### src/rtl/rps2rgb_pkg.sv
// Package for the raw pixel stream to RGB888 converter.
// Holds field widths, register indexes and the configuration struct; no dependencies.
`default_nettype none

package rps2rgb_pkg;

  localparam int MAX_DIM    = 4096;
  localparam int DIM_W      = 13;
  localparam int COORD_W    = 12;
  localparam int STRIDE_W   = 16;
  localparam int PBYTES_W   = 4;
  localparam int BYTE_W     = 8;
  localparam int COLOR_W    = 24;
  localparam int OFFSET_W   = 28;
  localparam int ROWBASE_W  = 29;
  localparam int PRODUCT_W  = COORD_W + PBYTES_W;
  localparam int CFG_DATA_W = 16;
  localparam int CFG_IDX_W  = 3;

  localparam logic [DIM_W-1:0] MAX_DIM_V = DIM_W'(MAX_DIM);
  localparam logic [1:0]       PAD_BYTES = 2'd3;
  localparam logic [1:0]       NEED_RGB555 = 2'd2;
  localparam logic [1:0]       NEED_BGR24 = 2'd3;

  typedef enum logic [CFG_IDX_W-1:0] {
    REG_FORMAT_MODE      = 3'd0,
    REG_FRAME_WIDTH      = 3'd1,
    REG_FRAME_HEIGHT     = 3'd2,
    REG_LINE_STRIDE      = 3'd3,
    REG_DEST_PIXEL_BYTES = 3'd4
  } cfg_reg_t;

  typedef enum logic {
    FMT_RGB555 = 1'b0,
    FMT_BGR24  = 1'b1
  } format_t;

  typedef struct packed {
    format_t               format_mode;
    logic [DIM_W-1:0]      width;
    logic [DIM_W-1:0]      height;
    logic [STRIDE_W-1:0]   line_stride;
    logic [PBYTES_W-1:0]   dest_pixel_bytes;
  } cfg_t;

endpackage

`default_nettype wire

### src/rtl/rps2rgb_if.sv
// Stream interfaces of the converter: raw bytes in, converted pixels out.
// Depends on rps2rgb_pkg for the payload widths.
`default_nettype none

interface rps2rgb_byte_if;
  logic                             valid;
  logic                             ready;
  logic [rps2rgb_pkg::BYTE_W-1:0]   raw_byte;

  modport source (output valid, output raw_byte, input ready);
  modport sink (input valid, input raw_byte, output ready);
endinterface

interface rps2rgb_pix_if;
  logic                              valid;
  logic                              ready;
  logic [rps2rgb_pkg::COLOR_W-1:0]   rgb_word;
  logic [rps2rgb_pkg::COORD_W-1:0]   pixel_x;
  logic [rps2rgb_pkg::COORD_W-1:0]   pixel_y;
  logic [rps2rgb_pkg::OFFSET_W-1:0]  byte_offset;
  logic                              last_pixel;

  modport source (output valid, output rgb_word, output pixel_x, output pixel_y,
                  output byte_offset, output last_pixel, input ready);
  modport sink (input valid, input rgb_word, input pixel_x, input pixel_y,
                input byte_offset, input last_pixel, output ready);
endinterface

`default_nettype wire

### src/rtl/raw_pixel_stream_to_rgb888.sv
// A byte is taken into the input register and then converted by the conversion stage, which
// registers its pixel beat; the beat is offered once the last byte of its pixel has passed both.
// Throughput: one byte per cycle while the output is taken; a stalled pixel beat holds the
// conversion stage, and the input register takes at most one more byte before stalling.
// Reset (synchronous, active high) clears the counters, the held bytes, both stage valid
// flags and the registers to format 0, size 1 by 1, stride 0, pixel bytes 4.
`default_nettype none

module raw_pixel_stream_to_rgb888 (
  input  wire logic                               clk,
  input  wire logic                               rst,
  input  wire logic                               cfg_we,
  input  wire logic [rps2rgb_pkg::CFG_IDX_W-1:0]  cfg_index,
  input  wire logic [rps2rgb_pkg::CFG_DATA_W-1:0] cfg_wdata,
  rps2rgb_byte_if.sink                            raw_in,
  rps2rgb_pix_if.source                           pix_out
);
  import rps2rgb_pkg::*;

  cfg_t cfg;

  rps2rgb_byte_if held_beat ();

  rps2rgb_cfg u_cfg (
    .clk       (clk),
    .rst       (rst),
    .cfg_we    (cfg_we),
    .cfg_index (cfg_index),
    .cfg_wdata (cfg_wdata),
    .cfg       (cfg)
  );

  rps2rgb_in_reg u_in_reg (
    .clk  (clk),
    .rst  (rst),
    .up   (raw_in),
    .down (held_beat)
  );

  rps2rgb_convert u_convert (
    .clk     (clk),
    .rst     (rst),
    .cfg     (cfg),
    .in_beat (held_beat),
    .out_pix (pix_out)
  );

endmodule

`default_nettype wire

### src/rtl/rps2rgb_cfg.sv
// Configuration register file of the converter, with clamping of the image size.
// Depends on rps2rgb_pkg.
`default_nettype none

module rps2rgb_cfg (
  input  wire logic                               clk,
  input  wire logic                               rst,
  input  wire logic                               cfg_we,
  input  wire logic [rps2rgb_pkg::CFG_IDX_W-1:0]  cfg_index,
  input  wire logic [rps2rgb_pkg::CFG_DATA_W-1:0] cfg_wdata,
  output rps2rgb_pkg::cfg_t                       cfg
);
  import rps2rgb_pkg::*;

  format_t               format_mode;
  logic [DIM_W-1:0]      frame_width;
  logic [DIM_W-1:0]      frame_height;
  logic [STRIDE_W-1:0]   line_stride;
  logic [PBYTES_W-1:0]   dest_pixel_bytes;

  always_ff @(posedge clk) begin
    if (rst) begin
      format_mode      <= FMT_RGB555;
      frame_width      <= DIM_W'(1);
      frame_height     <= DIM_W'(1);
      line_stride      <= '0;
      dest_pixel_bytes <= PBYTES_W'(4);
    end else if (cfg_we) begin
      unique case (cfg_reg_t'(cfg_index))
        REG_FORMAT_MODE:      format_mode      <= format_t'(cfg_wdata[0]);
        REG_FRAME_WIDTH:      frame_width      <= cfg_wdata[DIM_W-1:0];
        REG_FRAME_HEIGHT:     frame_height     <= cfg_wdata[DIM_W-1:0];
        REG_LINE_STRIDE:      line_stride      <= cfg_wdata[STRIDE_W-1:0];
        REG_DEST_PIXEL_BYTES: dest_pixel_bytes <= cfg_wdata[PBYTES_W-1:0];
        default: begin
        end
      endcase
    end
  end

  function automatic logic [DIM_W-1:0] clamp_dim(input logic [DIM_W-1:0] v);
    logic [DIM_W-1:0] r;
    if (v == '0) begin
      r = DIM_W'(1);
    end else if (v > MAX_DIM_V) begin
      r = MAX_DIM_V;
    end else begin
      r = v;
    end
    return r;
  endfunction

  always_comb begin
    cfg.format_mode      = format_mode;
    cfg.width            = clamp_dim(frame_width);
    cfg.height           = clamp_dim(frame_height);
    cfg.line_stride      = line_stride;
    cfg.dest_pixel_bytes = dest_pixel_bytes;
  end

endmodule

`default_nettype wire

### src/rtl/rps2rgb_in_reg.sv
// Input register of the converter: holds one raw byte beat for the conversion stage.
// Depends on rps2rgb_pkg and the stream interfaces.
`default_nettype none

module rps2rgb_in_reg (
  input  wire logic    clk,
  input  wire logic    rst,
  rps2rgb_byte_if.sink   up,
  rps2rgb_byte_if.source down
);
  import rps2rgb_pkg::*;

  logic              valid;
  logic [BYTE_W-1:0] raw_byte;

  assign up.ready      = !valid || down.ready;
  assign down.valid    = valid;
  assign down.raw_byte = raw_byte;

  always_ff @(posedge clk) begin
    if (rst) begin
      valid <= 1'b0;
    end else if (up.ready) begin
      valid <= up.valid;
    end
  end

  always_ff @(posedge clk) begin
    if (up.valid && up.ready) begin
      raw_byte <= up.raw_byte;
    end
  end

endmodule

`default_nettype wire

### src/rtl/rps2rgb_convert.sv
// Conversion stage: byte assembly, padding skip, position counters and result register.
// Depends on rps2rgb_pkg and the stream interfaces.
`default_nettype none

module rps2rgb_convert (
  input  wire logic         clk,
  input  wire logic         rst,
  input  wire rps2rgb_pkg::cfg_t cfg,
  rps2rgb_byte_if.sink      in_beat,
  rps2rgb_pix_if.source     out_pix
);
  import rps2rgb_pkg::*;

  logic [15:0]          byte_hold, byte_hold_next;
  logic [1:0]           byte_phase, byte_phase_next;
  logic [COORD_W-1:0]   column_count, column_count_next;
  logic [COORD_W-1:0]   row_count, row_count_next;
  logic [1:0]           pad_remaining, pad_remaining_next;
  logic [ROWBASE_W-1:0] row_base_offset, row_base_offset_next;

  logic                 out_valid;
  logic [COLOR_W-1:0]   out_color;
  logic [COORD_W-1:0]   out_x;
  logic [COORD_W-1:0]   out_y;
  logic [OFFSET_W-1:0]  out_offset;
  logic                 out_last;

  logic                 advance;
  logic [1:0]           need;
  logic [2:0]           phase_inc;
  logic                 is_pad;
  logic                 partial;
  logic [BYTE_W-1:0]    cur;
  logic [15:0]          c16;
  logic [COLOR_W-1:0]   color;
  logic [DIM_W-1:0]     col_inc;
  logic [DIM_W-1:0]     row_inc;
  logic                 row_end;
  logic                 last;
  logic [PRODUCT_W-1:0] product;
  logic [ROWBASE_W-1:0] offset_sum;
  logic                 emit;

  assign in_beat.ready = !out_valid || out_pix.ready;
  assign advance       = in_beat.valid && in_beat.ready;
  assign cur           = in_beat.raw_byte;

  always_comb begin
    need       = (cfg.format_mode == FMT_BGR24) ? NEED_BGR24 : NEED_RGB555;
    phase_inc  = {1'b0, byte_phase} + 3'd1;
    is_pad     = pad_remaining != 2'd0;
    partial    = !is_pad && (phase_inc < {1'b0, need});

    c16 = {cur, byte_hold[7:0]};
    if (cfg.format_mode == FMT_BGR24) begin
      color = {cur, byte_hold};
    end else begin
      color = {c16[14:10], 3'b000, c16[9:5], 3'b000, c16[4:0], 3'b000};
    end

    col_inc    = {1'b0, column_count} + DIM_W'(1);
    row_inc    = {1'b0, row_count} + DIM_W'(1);
    row_end    = col_inc >= cfg.width;
    last       = row_end && (row_inc >= cfg.height);
    product    = column_count * cfg.dest_pixel_bytes;
    offset_sum = row_base_offset + ROWBASE_W'(product);
    emit       = !is_pad && !partial && (cfg.line_stride != '0) &&
                 (cfg.dest_pixel_bytes != '0);

    byte_hold_next       = byte_hold;
    byte_phase_next      = byte_phase;
    column_count_next    = column_count;
    row_count_next       = row_count;
    pad_remaining_next   = pad_remaining;
    row_base_offset_next = row_base_offset;

    if (is_pad) begin
      pad_remaining_next = pad_remaining - 2'd1;
    end else if (partial) begin
      if (byte_phase == 2'd0) begin
        byte_hold_next = {8'h00, cur};
      end else begin
        byte_hold_next = {cur, byte_hold[7:0]};
      end
      byte_phase_next = phase_inc[1:0];
    end else begin
      byte_hold_next  = '0;
      byte_phase_next = 2'd0;
      if (row_end) begin
        column_count_next = '0;
        if (cfg.format_mode == FMT_BGR24 && cfg.width[0]) begin
          pad_remaining_next = PAD_BYTES;
        end
        if (last) begin
          row_count_next       = '0;
          row_base_offset_next = '0;
        end else begin
          row_count_next       = row_inc[COORD_W-1:0];
          row_base_offset_next = row_base_offset + ROWBASE_W'(cfg.line_stride);
        end
      end else begin
        column_count_next = col_inc[COORD_W-1:0];
      end
    end
  end

  always_ff @(posedge clk) begin
    if (rst) begin
      byte_hold       <= '0;
      byte_phase      <= 2'd0;
      column_count    <= '0;
      row_count       <= '0;
      pad_remaining   <= 2'd0;
      row_base_offset <= '0;
      out_valid       <= 1'b0;
    end else begin
      if (advance) begin
        byte_hold       <= byte_hold_next;
        byte_phase      <= byte_phase_next;
        column_count    <= column_count_next;
        row_count       <= row_count_next;
        pad_remaining   <= pad_remaining_next;
        row_base_offset <= row_base_offset_next;
      end
      if (in_beat.ready) begin
        out_valid <= advance && emit;
      end
    end
  end

  always_ff @(posedge clk) begin
    if (advance && emit) begin
      out_color  <= color;
      out_x      <= column_count;
      out_y      <= row_count;
      out_offset <= offset_sum[OFFSET_W-1:0];
      out_last   <= last;
    end
  end

  assign out_pix.valid       = out_valid;
  assign out_pix.rgb_word    = out_color;
  assign out_pix.pixel_x     = out_x;
  assign out_pix.pixel_y     = out_y;
  assign out_pix.byte_offset = out_offset;
  assign out_pix.last_pixel  = out_last;

endmodule

`default_nettype wire

### src/flat_wrapper.sv
// flat-port wrapper written by rule: the top's interface ports become plain ports
module raw_pixel_stream_to_rgb888_flat import rps2rgb_pkg::*;
  (clk, rst, cfg_we, cfg_index, cfg_wdata, raw_in_valid, raw_in_raw_byte, raw_in_ready, pix_out_valid, pix_out_rgb_word, pix_out_pixel_x, pix_out_pixel_y, pix_out_byte_offset, pix_out_last_pixel, pix_out_ready);
  rps2rgb_byte_if raw_in_i ();
  rps2rgb_pix_if pix_out_i ();
  input  wire logic clk;
  input  wire logic rst;
  input  wire logic cfg_we;
  input  wire logic [rps2rgb_pkg::CFG_IDX_W-1:0] cfg_index;
  input  wire logic [rps2rgb_pkg::CFG_DATA_W-1:0] cfg_wdata;
  input wire logic [$bits(raw_in_i.valid)-1:0] raw_in_valid;
  input wire logic [$bits(raw_in_i.raw_byte)-1:0] raw_in_raw_byte;
  output wire logic [$bits(raw_in_i.ready)-1:0] raw_in_ready;
  output wire logic [$bits(pix_out_i.valid)-1:0] pix_out_valid;
  output wire logic [$bits(pix_out_i.rgb_word)-1:0] pix_out_rgb_word;
  output wire logic [$bits(pix_out_i.pixel_x)-1:0] pix_out_pixel_x;
  output wire logic [$bits(pix_out_i.pixel_y)-1:0] pix_out_pixel_y;
  output wire logic [$bits(pix_out_i.byte_offset)-1:0] pix_out_byte_offset;
  output wire logic [$bits(pix_out_i.last_pixel)-1:0] pix_out_last_pixel;
  input wire logic [$bits(pix_out_i.ready)-1:0] pix_out_ready;
  assign raw_in_i.valid = raw_in_valid;
  assign raw_in_i.raw_byte = raw_in_raw_byte;
  assign raw_in_ready = raw_in_i.ready;
  assign pix_out_valid = pix_out_i.valid;
  assign pix_out_rgb_word = pix_out_i.rgb_word;
  assign pix_out_pixel_x = pix_out_i.pixel_x;
  assign pix_out_pixel_y = pix_out_i.pixel_y;
  assign pix_out_byte_offset = pix_out_i.byte_offset;
  assign pix_out_last_pixel = pix_out_i.last_pixel;
  assign pix_out_i.ready = pix_out_ready;
  raw_pixel_stream_to_rgb888 u_core (.clk(clk), .rst(rst), .cfg_we(cfg_we), .cfg_index(cfg_index), .cfg_wdata(cfg_wdata), .raw_in(raw_in_i), .pix_out(pix_out_i));
endmodule
### config.mk
export PLATFORM = sky130hd
export DESIGN_NAME = raw_pixel_stream_to_rgb888_flat
export DESIGN_NICKNAME = d
export VERILOG_FILES = /design/src/rtl/rps2rgb_pkg.sv /design/src/rtl/rps2rgb_if.sv /design/src/rtl/raw_pixel_stream_to_rgb888.sv /design/src/rtl/rps2rgb_cfg.sv /design/src/rtl/rps2rgb_in_reg.sv /design/src/rtl/rps2rgb_convert.sv /design/src/flat_wrapper.sv
export SDC_FILE = /design/constraint.sdc
export NUM_CORES = 1
export LEC_CHECK = 0
export ABC_AREA = 1
export CORE_ASPECT_RATIO = 0.9
export CORE_UTILIZATION = 51
export DETAILED_ROUTE_END_ITERATION = 10
export DONT_BUFFER_PORTS = 1
export PLACE_DENSITY = 0.72
export SLEW_MARGIN = 10
export SYNTH_ARGS = -nofsm -noshare
export SYNTH_HDL_FRONTEND = slang
export SYNTH_SLANG_ARGS = --single-unit
### constraint.sdc
create_clock -name clk -period 7.4 [get_ports clk]
set_input_delay 0 -clock clk [delete_from_list [all_inputs] [get_ports clk]]
set_output_delay 0 -clock clk [all_outputs]
set_load 0.1 [all_outputs]
==> run summary, run 1 <==
POWER
--------------------------------------------------------------------------------------------------------
Maximum resistive drop on vdd                                                                 0.000173 V
Power density over the cells                                                                 198 mW/mm^2
Sequential group share of total power                                                              0.486
Total Power                                                                                      2.71 mW
Switching part of the total power                                                                  0.266
Leakage power total                                                                              6.50 nW
Clock network fraction of design power                                                             0.444
Switching power summed over all nets                                                            0.721 mW
Logic gate share of total power                                                                    0.071
Internal Power                                                                                   1.99 mW

FLOORPLAN
--------------------------------------------------------------------------------------------------------
Die ar.                                                                                     0.0248 sq mm
Cell row count                                                                                        53
Std-Cell Core Area                                                                          0.0235 sq mm
Effective utilization at floorplan                                                                 0.524
Die span in x                                                                                     166 um
I/O Pins                                                                                             111
Y dimension of the die                                                                            150 um

STA
--------------------------------------------------------------------------------------------------------
Setup repair after global routing missed its margin                                                false
Setup Skew                                                                                     0.0125 ns
Time the worst path needs with I/O delays and setup                                              4.17 ns
Final total negative setup slack                                                                    0 ns
F_max                                                                                            240 MHz
Worst Hold Slack                                                                               0.0385 ns
Final clock period utilization by the worst path                                                   0.564
Worst max-slew margin expressed relative to the limit                                              0.268
Total setup violations reported at the end of the flow                                                 0
Worst-Margin Slew                                                                                1.09 ns
Final Hold Vio Count                                                                                   0
Final Max Tran Viols                                                                                   0

PLACEMENT
--------------------------------------------------------------------------------------------------------
Area after detailed placement                                                               0.0125 sq mm
Routability-driven placement congestion ratio                                                      0.911
Post-DP HPWL                                                                                    21500 um
Count of buffers inserted at the top-level ports                                                       0

CLOCK NETWORK
--------------------------------------------------------------------------------------------------------
Count of buffers added by post-CTS timing repair for setup                                             0
Clock sink total                                                                                     206
Post-CTS clock slew at the launch and capture registers of the worst setup and hold paths        0.06 ns
Worst skew pair latency                                                                          0.52 ns
Number of buffers added by the clock tree synthesis step                                              24
CTS tree                                                                                            done
CTS H-Tree Depth                                                                                       1
Max Buffers Root-to-Sink                                                                               3
Root buffer cell                                                                               clkbuf_16

GRT
--------------------------------------------------------------------------------------------------------
First-pass GRT wire length                                                                      46800 um
Number of antenna violations at the first check in global routing                                      2
GR Util All Layers                                                                                 0.234
Largest net degree at the start of global routing                                                     68
Aggregate global routing overflow                                                                      0
Via count of the first global-routing pass                                                          9313

LOGIC SYNTHESIS
--------------------------------------------------------------------------------------------------------
Leading area contributor after synthesis                                                        edfxtp_1
Cell with the most instances after synthesis                                                     nand2_1
Mapped Nets                                                                                         1730
Cell Area, Synth                                                                            0.0123 sq mm
Most numerous cell types in the synthesized netlist                                         nand2_1, inv_1, nor2_1
Synth Instances                                                                                     1591
Post-synth EDFFs                                                                                      85
Most area-consuming cells after synthesis                                                   edfxtp_1, dfxtp_1, nand2_1
Proportion of synthesized chip area in sequential cells                                            0.403
Count of different cell masters after synthesis                                                       50
Warning count from the yosys run                                                                       0
Share of the synthesized area in the top cell type                                                 0.207
Post-synthesis async set-or-reset flop share                                                           0
Top_reg_cell synth                                                                               dfxtp_1
Mean instance size in the synthesized netlist                                                 7.76 sq um
Post-synthesis sequential element count                                                              206

ROUTING
--------------------------------------------------------------------------------------------------------
Drt wl/cell                                                                                      15.3 um
Routed via count                                                                                   10300
Detailed-router iteration count before antenna repair                                                  8
DR DRC count                                                                                           5
DRC marker count from the first detailed-route iteration                                             803
Via-to-Cell Ratio                                                                                   5.33
Wirelength, routed                                                                              29500 um
Antenna violation net count after detailed routing                                                     0

WORST SETUP PATH
--------------------------------------------------------------------------------------------------------
Origin of the critical flop-to-flop path                                                    u_core.u_cfg.dest_pixel_bytes[2]$_SDFFE_PP1P_
Required time of the critical path                                                               7.67 ns
Element type at the critical path start                                                         register
Worst Setup SP                                                                              u_core.u_cfg.dest_pixel_bytes[2]$_SDFFE_PP1P_
Minimum setup slack among reg-to-reg paths                                                       3.23 ns
Worst path slowest cell                                                                          dfxtp_1
Worst Setup End Kind                                                                            register
Critical Path Fanout Max                                                                              14
Cell Chain, Critical Path                                                                   nand2_1 > inv_1 > fa_1 > fa_1 > inv_1 > fa_1 > inv_1 > ha_1 > a21oi_1 > nand2_1 > a21oi_1 > inv_1 > nand2_1 > nand3_1 > nand2_1 > nand2_1 > nand2_1 > nand2_1
Most used cell along the critical path                                                           nand2_1
Critical path's largest stage delay                                                              0.61 ns
Type of the worst setup path                                                                register to register
R2r endpoint                                                                                u_core.u_convert.out_pix.byte_offset[27]$_DFFE_PP_
End point of the critical path                                                              u_core.u_convert.out_pix.byte_offset[27]$_DFFE_PP_
R2r worst-path depth                                                                                  18
Arrival time reported for the critical path endpoint                                             4.44 ns

LAYOUT
--------------------------------------------------------------------------------------------------------
Area delta synth->final                                                                            11.2%
Non-Filler Cell Area, Final                                                                 0.0137 sq mm
Share of cells above drive strength 1                                                             0.0442
Net total in the final layout                                                                       1750
Share of the core filled with cells in the final layout                                            0.583

STATUS
--------------------------------------------------------------------------------------------------------
Violations in the final reports                                                                      DRC
Status                                                                                      finished with violations

JOB
--------------------------------------------------------------------------------------------------------
Max_cap viols                                                                                          0

HOLD PATH
--------------------------------------------------------------------------------------------------------
Worst min-delay path category                                                               primary input to register

cells in the final DEF, fill, tap and decap left out, types with 5 or more instances in the layout:
| cell | n |
|---|---|
| a21oi_1 | 117 |
| clkbuf_16 | 24 |
| clkinv_2 | 5 |
| clkinvlp_4 | 6 |
| dfxtp_1 | 121 |
| dlygate4sd3_1 | 37 |
| edfxtp_1 | 85 |
| fa_1 | 34 |
| ha_1 | 73 |
| inv_1 | 263 |
| inv_2 | 5 |
| nand2_1 | 401 |
| nand2_2 | 6 |
| nand3_1 | 67 |
| nand3b_1 | 6 |
| nand4_1 | 14 |
| nor2_1 | 146 |
| nor3_1 | 15 |
| nor4_1 | 9 |
| o211ai_1 | 5 |
| o21ai_0 | 79 |
| o32ai_1 | 6 |
| xnor2_1 | 11 |
| xor2_1 | 40 |
how the worst min path moves through the flow:
stage,endpoint,slack (ns),cells past startpoint,from
2_1_floorplan,u_core.u_in_reg.down.raw_byte[0]$_DFFE_PP_,0.1,0,raw_in_raw_byte[0]
3_3_place_gp,u_core.u_convert.byte_hold[0]$_SDFFE_PP0P_,0.08,1,rst
3_5_place_dp,u_core.u_convert.byte_hold[0]$_SDFFE_PP0P_,0.08,1,rst
4_1_cts,u_core.u_cfg.frame_height[12]$_SDFFE_PP0P_,0.01,4,cfg_index[1]
5_1_grt,u_core.u_cfg.frame_width[2]$_SDFFE_PP0P_,0.09,5,cfg_index[2]
6_report,u_core.u_cfg.frame_height[12]$_SDFFE_PP0P_,0.04,4,cfg_index[1]
layer usage:
layer / vias up / GRT usage / routed length (um)
li1: 5119 / - / -
met1: 4829 / 0.336 / 14200
met2: 303 / 0.366 / 12900
met3: 41 / 0.0405 / 1990
met4: 2 / 0.0551 / 505
met5: - / 0 / 13
power groups by stage:
| stage | clock [mW] | combinational [mW] | sequential, mW |
|---|---|---|---|
| global placement | 0 | 0.160 | 1.34 |
| finish | 1.20 | 0.192 | 1.32 |
| global route | 1.27 | 0.212 | 1.32 |
| CTS | 1.22 | 0.189 | 1.32 |
| detailed placement | 0 | 0.164 | 1.34 |
| floorplan | 0 | 0.133 | 1.33 |
what timing repair did:
action,CTS,global route
hold buffers,38,0
resized for setup,0,0
endpoints found under the setup margin,0,0
hold endpoints to repair,103,0
worst max-delay path, delay by kind of cell, from the launching register on:
kind | cells | cell delay, ns
adders and majority gates | 4 | 1.84
AOI/OAI and AO/OA | 2 | 0.53
and+or+nand+nor | 8 | 0.69
DFF | 1 | 0.61
buffers and inverters | 4 | 0.26
sequential cells by signal (all words and copies together) (netlist names):
signal / flops
u_core.u_cfg.format_mode: 1
u_core.u_convert.pad_remaining: 2
u_core.u_convert.out_pix.pixel_x: 12
u_core.u_cfg.dest_pixel_bytes: 4
u_core.u_convert.out_pix.valid: 1
u_core.u_in_reg.down.valid: 1
u_core.u_convert.byte_hold: 16
u_core.u_convert.row_base_offset: 28
u_core.u_convert.out_pix.byte_offset: 28
u_core.u_convert.out_pix.rgb_word: 24
u_core.u_cfg.line_stride: 16
u_core.u_convert.out_pix.pixel_y: 12
u_core.u_convert.column_count: 12
u_core.u_cfg.frame_width: 13
u_core.u_cfg.frame_height: 13
u_core.u_in_reg.down.raw_byte: 8
u_core.u_convert.row_count: 12
u_core.u_convert.out_pix.last_pixel: 1
u_core.u_convert.byte_phase: 2
cell type report:
class	count	area (sq um)
fillers	2126	9810
multi-input cells	1068	6130
flip-flops and latches	206	4970
inverters	270	1010
clock buffers	28	626
repair buffers	41	413
well taps	302	378
clock inverters	16	184
diodes	1	2.50
cell families after synthesis:
kind of cell / Yosys count / synth area share
buffers and inverters: 317 / 0.0999
muxes: 1 / 0.000912
DFF: 206 / 0.403
and+or+nand+nor: 681 / 0.230
xor gates and xnor gates: 51 / 0.0362
AOI/OAI and AO/OA: 228 / 0.100
adders and majority gates: 107 / 0.129
metrics by stage:
step / instances / worst slack (ns)
final: 1932 / 3.23
after global routing: 1932 / 2.92
after CTS: 1931 / 3.25
after detailed placement: 1849 / 3.26
after global placement: 1849 / 3.36
after floorplan: 1591 / 3.58
Power figures use the tool's default switching activity.
==> run 2: changes to the inputs <==
==> constraint.sdc (replaced) <==
create_clock -name clk -period 4 [get_ports clk]
set_input_delay 0 -clock clk [delete_from_list [all_inputs] [get_ports clk]]
set_output_delay 0 -clock clk [all_outputs]
set_load 0.1 [all_outputs]
==> run 2 against run 1 <==
  * The run still ends with DRC left
  * Clock power grew 89%
  * Hold slack is essentially flat
  * Design area grew 1.7%
  * Sequential power grew 84%
  * Register-to-register slack lost 3.0 ns
  * Clock skew grew 0.0047 ns
  * Combinational power grew 88%
  * Global-route usage grew 0.36 points
  * Setup slack lost 3.0 ns
  * Sequential share of layout area shrank 0.53 points
  * Sequential cell count is the same
  * Critical path type unchanged
==> run summary, run 2 (synthesis gave the netlist of run 1 again) <==
STA
--------------------------------------------------------------------------------------------------------
F_max                                                                                            263 MHz   was 240 MHz
Setup Skew                                                                                     0.0172 ns   was 0.0125 ns
Setup repair after global routing missed its margin                                                false   unchanged
Worst-Margin Slew                                                                                1.02 ns   was 1.09 ns
Worst max-slew margin expressed relative to the limit                                              0.319   was 0.268
Final clock period utilization by the worst path                                                   0.949   was 0.564
Final Max Tran Viols                                                                                   0   unchanged
Final Hold Vio Count                                                                                   0   unchanged
Final total negative setup slack                                                                    0 ns   unchanged
Time the worst path needs with I/O delays and setup                                              3.80 ns   was 4.17 ns
Total setup violations reported at the end of the flow                                                 0   unchanged

GRT
--------------------------------------------------------------------------------------------------------
GR Util All Layers                                                                                 0.237   was 0.234
Via count of the first global-routing pass                                                          9526   was 9313
Largest net degree at the start of global routing                                                     49   was 68
Aggregate global routing overflow                                                                      0   unchanged
First-pass GRT wire length                                                                      47500 um   was 46800 um
Number of antenna violations at the first check in global routing                                      0   was 2

LAYOUT
--------------------------------------------------------------------------------------------------------
Net total in the final layout                                                                       1771   was 1750
Antenna diode instance count                                                                           0   was 1
Commonest cells after routing, fill and taps aside                                          nand2_1, inv_1, nor2_1   unchanged
Area delta synth->final                                                                            13.1%   was 11.2%
Share of cells above drive strength 1                                                             0.0600   was 0.0442
Most common library cell in the layout ignoring fill and taps                                    nand2_1   unchanged

PLACEMENT
--------------------------------------------------------------------------------------------------------
Routability-driven placement congestion ratio                                                      0.916   was 0.911
Post-DP HPWL                                                                                    22000 um   was 21500 um
Count of buffers inserted at the top-level ports                                                       0   unchanged

ROUTING
--------------------------------------------------------------------------------------------------------
Detailed route wirelength on metal2                                                             12900 um   about the same
DR DRC count                                                                                           5   unchanged
Via-to-Cell Ratio                                                                                   5.30   was 5.33
Drt wl/cell                                                                                      15.2 um   was 15.3 um
Wirelength, routed                                                                              29700 um   was 29500 um
Antenna violation net count after detailed routing                                                     0   unchanged
Routed via count                                                                                   10300   about the same
DRC marker count from the first detailed-route iteration                                             687   was 803
Detailed-router iteration count before antenna repair                                                  9   was 8
Top sig layer                                                                                       met4   was met5
Routed wire length on met3                                                                       2270 um   was 1990 um
M1 WL                                                                                           13900 um   was 14200 um

FLOORPLAN
--------------------------------------------------------------------------------------------------------
Y dimension of the die                                                                            150 um   unchanged
Effective utilization at floorplan                                                                 0.524   unchanged
Std-Cell Core Area                                                                          0.0235 sq mm   unchanged
Cell row count                                                                                        53   unchanged
Die span in x                                                                                     166 um   unchanged
Die ar.                                                                                     0.0248 sq mm   unchanged
I/O Pins                                                                                             111   unchanged

WORST SETUP PATH
--------------------------------------------------------------------------------------------------------
Worst path slowest cell                                                                             fa_1   was dfxtp_1
Worst Setup End Kind                                                                            register   unchanged
Most used cell along the critical path                                                           nand2_1   unchanged
Required time of the critical path                                                               4.28 ns   was 7.67 ns
Worst Setup SP                                                                              u_core.u_cfg.dest_pixel_bytes[3]$_SDFFE_PP0P_   was u_core.u_cfg.dest_pixel_bytes[2]$_SDFFE_PP1P_
Arrival time reported for the critical path endpoint                                             4.07 ns   was 4.44 ns
Critical Path Fanout Max                                                                               8   was 14
Type of the worst setup path                                                                register to register   unchanged
Element type at the critical path start                                                         register   unchanged
Origin of the critical flop-to-flop path                                                    u_core.u_cfg.dest_pixel_bytes[3]$_SDFFE_PP0P_   was u_core.u_cfg.dest_pixel_bytes[2]$_SDFFE_PP1P_
Cell Chain, Critical Path                                                                   buf_4 > nand2_1 > inv_1 > fa_1 > fa_1 > inv_1 > fa_1 > inv_1 > ha_1 > a21oi_1 > nand2_1 > nand2_1 > nand2_1 > o21bai_1 > nand2_1 > nand2_1 > nand2_1 > nand2_1   was nand2_1 > inv_1 > fa_1 > fa_1 > inv_1 > fa_1 > inv_1 > ha_1 > a21oi_1 > nand2_1 > a21oi_1 > inv_1 > nand2_1 > nand3_1 > nand2_1 > nand2_1 > nand2_1 > nand2_1
Critical path's largest stage delay                                                              0.55 ns   was 0.61 ns

CLOCK NETWORK
--------------------------------------------------------------------------------------------------------
Max Buffers Root-to-Sink                                                                               3   unchanged
Worst skew pair latency                                                                          0.53 ns   was 0.52 ns
Root buffer cell                                                                               clkbuf_16   unchanged
Clock sink total                                                                                     206   unchanged
Post-CTS clock slew at the launch and capture registers of the worst setup and hold paths        0.06 ns   about the same
CTS H-Tree Depth                                                                                       1   unchanged
Number of buffers added by the clock tree synthesis step                                              24   unchanged
Count of buffers added by post-CTS timing repair for setup                                             0   unchanged
CTS tree                                                                                            done   unchanged

JOB
--------------------------------------------------------------------------------------------------------
Max_cap viols                                                                                          0   unchanged

POWER
--------------------------------------------------------------------------------------------------------
Leakage power total                                                                              6.65 nW   was 6.50 nW
Power density over the cells                                                                 363 mW/mm^2   was 198 mW/mm^2
Total Power                                                                                      5.06 mW   was 2.71 mW
Maximum resistive drop on vdd                                                                 0.000442 V   was 0.000173 V

STATUS
--------------------------------------------------------------------------------------------------------
Status                                                                                      finished with violations   unchanged
Violations in the final reports                                                                      DRC   unchanged

HOLD PATH
--------------------------------------------------------------------------------------------------------
Worst min-delay path category                                                               primary input to register   unchanged
Startpoint of the worst hold path                                                           cfg_index[1]   unchanged

==> run 2: cell count changes in the layout (fill, tap and decap cells not counted), moves of 2 or more <==
cell	before	now
clkinvlp_4	6	2
clkbuf_16	24	26
a21oi_2	0	3
clkbuf_8	1	4
buf_4	3	22
dfxtp_4	0	2
a21oi_1	117	114
clkinv_1	2	4
dfxtp_1	121	118
==> run 2: final cells by class <==
type                    instances  area [sq um]
fillers                      2102          9590
inverters                     270          1010
flip-flops and latches        206          4980
multi-input cells            1068          6150
well taps                     302           378
clock inverters                12           126
repair buffers                 62           586
clock buffers                  32           713
==> run 2: through the flow <==
step / area [sq um] / utilization / hold WS [ns] / cells / setup WS (ns)
after global routing: 14000 / 0.593 / 0.0723 / 1952 / 0.00849
after global placement: 12700 / 0.539 / 0.0750 / 1869 / 0.0569
final: 14000 / 0.593 / 0.0387 / 1952 / 0.205
after floorplan: 12300 / - / 0.0989 / 1591 / 0.182
after detailed placement: 12700 / 0.539 / 0.0757 / 1869 / 0.00892
after CTS: 13900 / 0.592 / 0.00345 / 1952 / 0.00927
==> run 2: layer usage <==
metal	GRT usage	vias up
li1	-	5151
met5	0	-
met2	0.366	329
met4	0.0621	0
met3	0.0431	47
met1	0.341	4822
==> run 2: critical path: cells and delay by family (launching register included) <==
family	cells	cell delay, ns
AO/OA/AOI/OAI	2	0.44
adder cells (fa/ha/maj)	4	1.90
buffers and inverters	4	0.32
flip-flops	1	0.36
AND/OR/NAND/NOR	8	0.52
==> run 2: power breakdown <==
part / internal (mW) / leakage, nW / total, mW / switching (mW)
sequential: 2.25 / 1.71 / 2.43 / 0.186
combinational: 0.119 / 4.53 / 0.361 / 0.241
clock: 1.38 / 0.408 / 2.27 / 0.884
total: 3.75 / 6.65 / 5.06 / 1.31
==> run 2: worst paths after layout <==
check | end | slack [ns] | cells after the start
min reg2reg | u_core.u_convert.byte_hold[8]$_SDFFE_PP0P_ | 0.46 | 2
max | u_core.u_convert.out_pix.byte_offset[19]$_DFFE_PP_ | 0.20 | 18
max reg2reg | u_core.u_convert.out_pix.byte_offset[19]$_DFFE_PP_ | 0.20 | 18
min | u_core.u_cfg.frame_height[12]$_SDFFE_PP0P_ | 0.04 | 4
==> run 2: repair_timing <==
action,4_1_cts,5_1_grt
hold endpoints to repair,103,0
hold buffers,39,0
setup endpoints to repair,0,16
gates resized for setup,0,10
==> run 3: changes to the inputs <==
--- a/config.mk
+++ b/config.mk
@@ -6,12 +6,16 @@
 export NUM_CORES = 1
 export LEC_CHECK = 0
 export ABC_AREA = 1
+export CELL_PAD_IN_SITES_DETAIL_PLACEMENT = 1
+export CELL_PAD_IN_SITES_GLOBAL_PLACEMENT = 1
 export CORE_ASPECT_RATIO = 0.9
-export CORE_UTILIZATION = 51
+export CORE_MARGIN = 3
+export CORE_UTILIZATION = 48
 export DETAILED_ROUTE_END_ITERATION = 10
 export DONT_BUFFER_PORTS = 1
-export PLACE_DENSITY = 0.72
+export PLACE_DENSITY = 0.87
 export SLEW_MARGIN = 10
 export SYNTH_ARGS = -nofsm -noshare
 export SYNTH_HDL_FRONTEND = slang
+export SYNTH_HIERARCHICAL = 1
 export SYNTH_SLANG_ARGS = --single-unit
==> run 3 against run 2 <==
  * The flow now finishes without violations
  * Total power is 2.9% lower
  * Sequential share of layout area fell by 1.1 points
  * Utilization is 2.7 points lower
  * Combinational power fell by 11%
  * Critical path depth decreased by 4
  * Die area grew 14%
==> run summary, run 3 <==
POWER
--------------------------------------------------------------------------------------------------------
Leakage power total                                                                              6.72 nW   was 6.65 nW
Switching power summed over all nets                                                             1.25 mW   was 1.31 mW
Power density over the cells                                                                 341 mW/mm^2   was 363 mW/mm^2
Maximum resistive drop on vdd                                                                 0.000318 V   was 0.000442 V
Logic gate share of total power                                                                    0.066   was 0.071
Internal Power                                                                                   3.66 mW   was 3.75 mW
Sequential group share of total power                                                              0.475   was 0.481
Switching part of the total power                                                                  0.254   was 0.259
Clock network fraction of design power                                                             0.460   was 0.448

LOGIC SYNTHESIS
--------------------------------------------------------------------------------------------------------
Synth Instances                                                                                     1647   was 1591
Share of the synthesized area in the top cell type                                                 0.203   was 0.207
Count of different cell masters after synthesis                                                       54   was 50
Mapped Nets                                                                                         1786   was 1730
Most area-consuming cells after synthesis                                                   edfxtp_1, dfxtp_1, nand2_1   unchanged
Post-synth EDFFs                                                                                      85   unchanged
Most numerous cell types in the synthesized netlist                                         nand2_1, inv_1, nor2_1   unchanged
Cell Area, Synth                                                                            0.0126 sq mm   was 0.0123 sq mm
Post-synthesis sequential element count                                                              206   unchanged
Post-synthesis async set-or-reset flop share                                                           0   unchanged
Warning count from the yosys run                                                                       6   was 0
Cell with the most instances after synthesis                                                     nand2_1   unchanged
Top_reg_cell synth                                                                               dfxtp_1   unchanged
Mean instance size in the synthesized netlist                                                 7.65 sq um   was 7.76 sq um
Leading area contributor after synthesis                                                        edfxtp_1   unchanged
Proportion of synthesized chip area in sequential cells                                            0.395   was 0.403

STA
--------------------------------------------------------------------------------------------------------
Smallest setup slack after layout                                                               0.173 ns   was 0.205 ns
Final total negative setup slack                                                                    0 ns   unchanged
Time the worst path needs with I/O delays and setup                                              3.83 ns   was 3.80 ns
F_max                                                                                            261 MHz   was 263 MHz
Final Hold Vio Count                                                                                   0   unchanged
Worst max-slew margin expressed relative to the limit                                              0.373   was 0.319
Final clock period utilization by the worst path                                                   0.957   was 0.949
Setup Skew                                                                                     0.0108 ns   was 0.0172 ns
Total setup violations reported at the end of the flow                                                 0   unchanged
Final Max Tran Viols                                                                                   0   unchanged
Worst-Margin Slew                                                                               0.943 ns   was 1.02 ns
Worst Hold Slack                                                                                0.106 ns   was 0.0387 ns

WORST SETUP PATH
--------------------------------------------------------------------------------------------------------
Element type at the critical path start                                                         register   unchanged
Worst Setup End Kind                                                                            register   unchanged
Type of the worst setup path                                                                register to register   unchanged
Critical Path Fanout Max                                                                               8   unchanged
Arrival time reported for the critical path endpoint                                             4.12 ns   was 4.07 ns
Required time of the critical path                                                               4.29 ns   was 4.28 ns

JOB
--------------------------------------------------------------------------------------------------------
Max_cap viols                                                                                          0   unchanged

HOLD PATH
--------------------------------------------------------------------------------------------------------
Worst min-delay path category                                                               primary input to register   unchanged

ROUTING
--------------------------------------------------------------------------------------------------------
Detailed-router iteration count before antenna repair                                                  5   was 9
Routed via count                                                                                   11300   was 10300
DRC marker count from the first detailed-route iteration                                             781   was 687
Wirelength, routed                                                                              38500 um   was 29700 um
DR DRC count                                                                                           0   was 5
Drt wl/cell                                                                                      18.7 um   was 15.2 um
Via-to-Cell Ratio                                                                                   5.48   was 5.30
Antenna violation net count after detailed routing                                                     0   unchanged

STATUS
--------------------------------------------------------------------------------------------------------
Status                                                                                      complete, no violations   was finished with violations

FLOORPLAN
--------------------------------------------------------------------------------------------------------
Std-Cell Core Area                                                                          0.0255 sq mm   was 0.0235 sq mm
Y dimension of the die                                                                            160 um   was 150 um
Die ar.                                                                                     0.0282 sq mm   was 0.0248 sq mm
Cell row count                                                                                        55   was 53
Effective utilization at floorplan                                                                 0.495   was 0.524
Die span in x                                                                                     177 um   was 166 um
I/O Pins                                                                                             111   unchanged

CLOCK NETWORK
--------------------------------------------------------------------------------------------------------
Post-CTS clock slew at the launch and capture registers of the worst setup and hold paths        0.06 ns   about the same
Worst skew pair latency                                                                          0.53 ns   about the same
Root buffer cell                                                                               clkbuf_16   unchanged
Clock sink total                                                                                     206   unchanged
CTS tree                                                                                            done   unchanged
Max Buffers Root-to-Sink                                                                               3   unchanged
Number of buffers added by the clock tree synthesis step                                              24   unchanged
CTS H-Tree Depth                                                                                       1   unchanged

GRT
--------------------------------------------------------------------------------------------------------
GR Util All Layers                                                                                 0.268   was 0.237
Via count of the first global-routing pass                                                         11900   was 9526
Aggregate global routing overflow                                                                      0   unchanged
First-pass GRT wire length                                                                      61700 um   was 47500 um
Largest net degree at the start of global routing                                                     65   was 49
Number of antenna violations at the first check in global routing                                      0   unchanged

LAYOUT
--------------------------------------------------------------------------------------------------------
Net total in the final layout                                                                       1838   was 1771
Area delta synth->final                                                                            14.3%   was 13.1%
Filler cell count                                                                                   3131   was 2102
Share of cells above drive strength 1                                                             0.0652   was 0.0600
Antenna diode instance count                                                                           0   unchanged
Commonest cells after routing, fill and taps aside                                          nand2_1, inv_1, nor2_1   unchanged
Most common library cell in the layout ignoring fill and taps                                    nand2_1   unchanged

PLACEMENT
--------------------------------------------------------------------------------------------------------
Routability-driven placement congestion ratio                                                      0.885   was 0.916
Post-DP HPWL                                                                                    26800 um   was 22000 um
Count of buffers inserted at the top-level ports                                                       0   unchanged
Post-place setup slack                                                                        -0.0666 ns   was 0.00892 ns

## run 3: worst paths after layout
check	from	endpoint	slack, ns	cells after the start
worst max-delay path	u_core/u_cfg/dest_pixel_bytes[2]$_SDFFE_PP1P_	u_core/u_convert/out_pix.byte_offset[27]$_DFFE_PP_	0.17	14
worst min-delay path	raw_in_raw_byte[5]	u_core/u_in_reg/down.raw_byte[5]$_DFFE_PP_	0.11	1
worst max register to register	u_core/u_cfg/dest_pixel_bytes[2]$_SDFFE_PP1P_	u_core/u_convert/out_pix.byte_offset[27]$_DFFE_PP_	0.17	14
worst min register to register	u_core/u_convert/byte_hold[13]$_SDFFE_PP0P_	u_core/u_convert/byte_hold[13]$_SDFFE_PP0P_	0.47	2
## run 3: cells by family after synthesis
kind of cell / after synthesis / synth area share
xor+xnor: 48 / 0.0334
simple gates: 713 / 0.235
fa+ha+maj: 107 / 0.127
compound gates: 243 / 0.106
flops: 206 / 0.395
buf+inv: 330 / 0.104
## run 3: power groups by stage
stage               Sequential, mW  Combinational [mW]  Clock, mW
finish                        2.33               0.323       2.26
global route                  2.34               0.359       2.39
CTS                           2.33               0.314       2.29
detailed placement            2.38               0.252          0
global placement              2.37               0.238          0
floorplan                     2.36               0.202          0
## run 3: stage by stage
step | total power, mW | util | std cells | instance area (sq um)
after floorplan | 2.57 | - | 1647 | 12600
after global placement | 2.61 | 0.508 | 1959 | 12900
after detailed placement | 2.63 | 0.508 | 1959 | 12900
after CTS | 4.93 | 0.562 | 2057 | 14300
after global routing | 5.08 | 0.566 | 2059 | 14400
final | 4.91 | 0.566 | 2059 | 14400
## run 3: repair_timing
| action | 4_1_cts | 5_1_grt |
|---|---|---|
| hold endpoints to repair | 125 | 0 |
| hold buffers | 54 | 0 |
| pin swaps | 0 | 1 |
| resized for setup | 3 | 21 |
| setup endpoints to repair | 8 | 15 |
| setup buffers | 0 | 2 |
## run 3: worst max-delay path: stages, from the launching register on
cell and delay, ns:
dfxtp_4 0.41, buf_4 0.15, nand2_1 0.07, inv_1 0.11, fa_1 0.45, fa_1 0.59
fa_1 0.44, ha_1 0.40, a21o_1 0.24, a21boi_0 0.26, nand2_2 0.12, nand2_2 0.09
nand2_4 0.07, a21oi_1 0.14, nor2_1 0.05
## run 3: routing by layer
layer,track usage,part of all wire,vias up
met4,0.0700,0.025,0
met5,0,0,-
li1,-,-,5330
met2,0.453,0.47,332
met1,0.362,0.45,5530
met3,0.0390,0.054,82
## run 3: cell type report
| class | count | area [sq um] | share of cell area |
|---|---|---|---|
| clock buffers | 29 | 672 | 0.0466 |
| clock inverters | 15 | 140 | 0.00973 |
| inverters | 277 | 1040 | 0.0725 |
| multi-input cells | 1111 | 6370 | 0.443 |
| flip-flops and latches | 206 | 4990 | 0.346 |
| well taps | 342 | 428 | 0.0297 |
| repair buffers | 79 | 758 | 0.0526 |
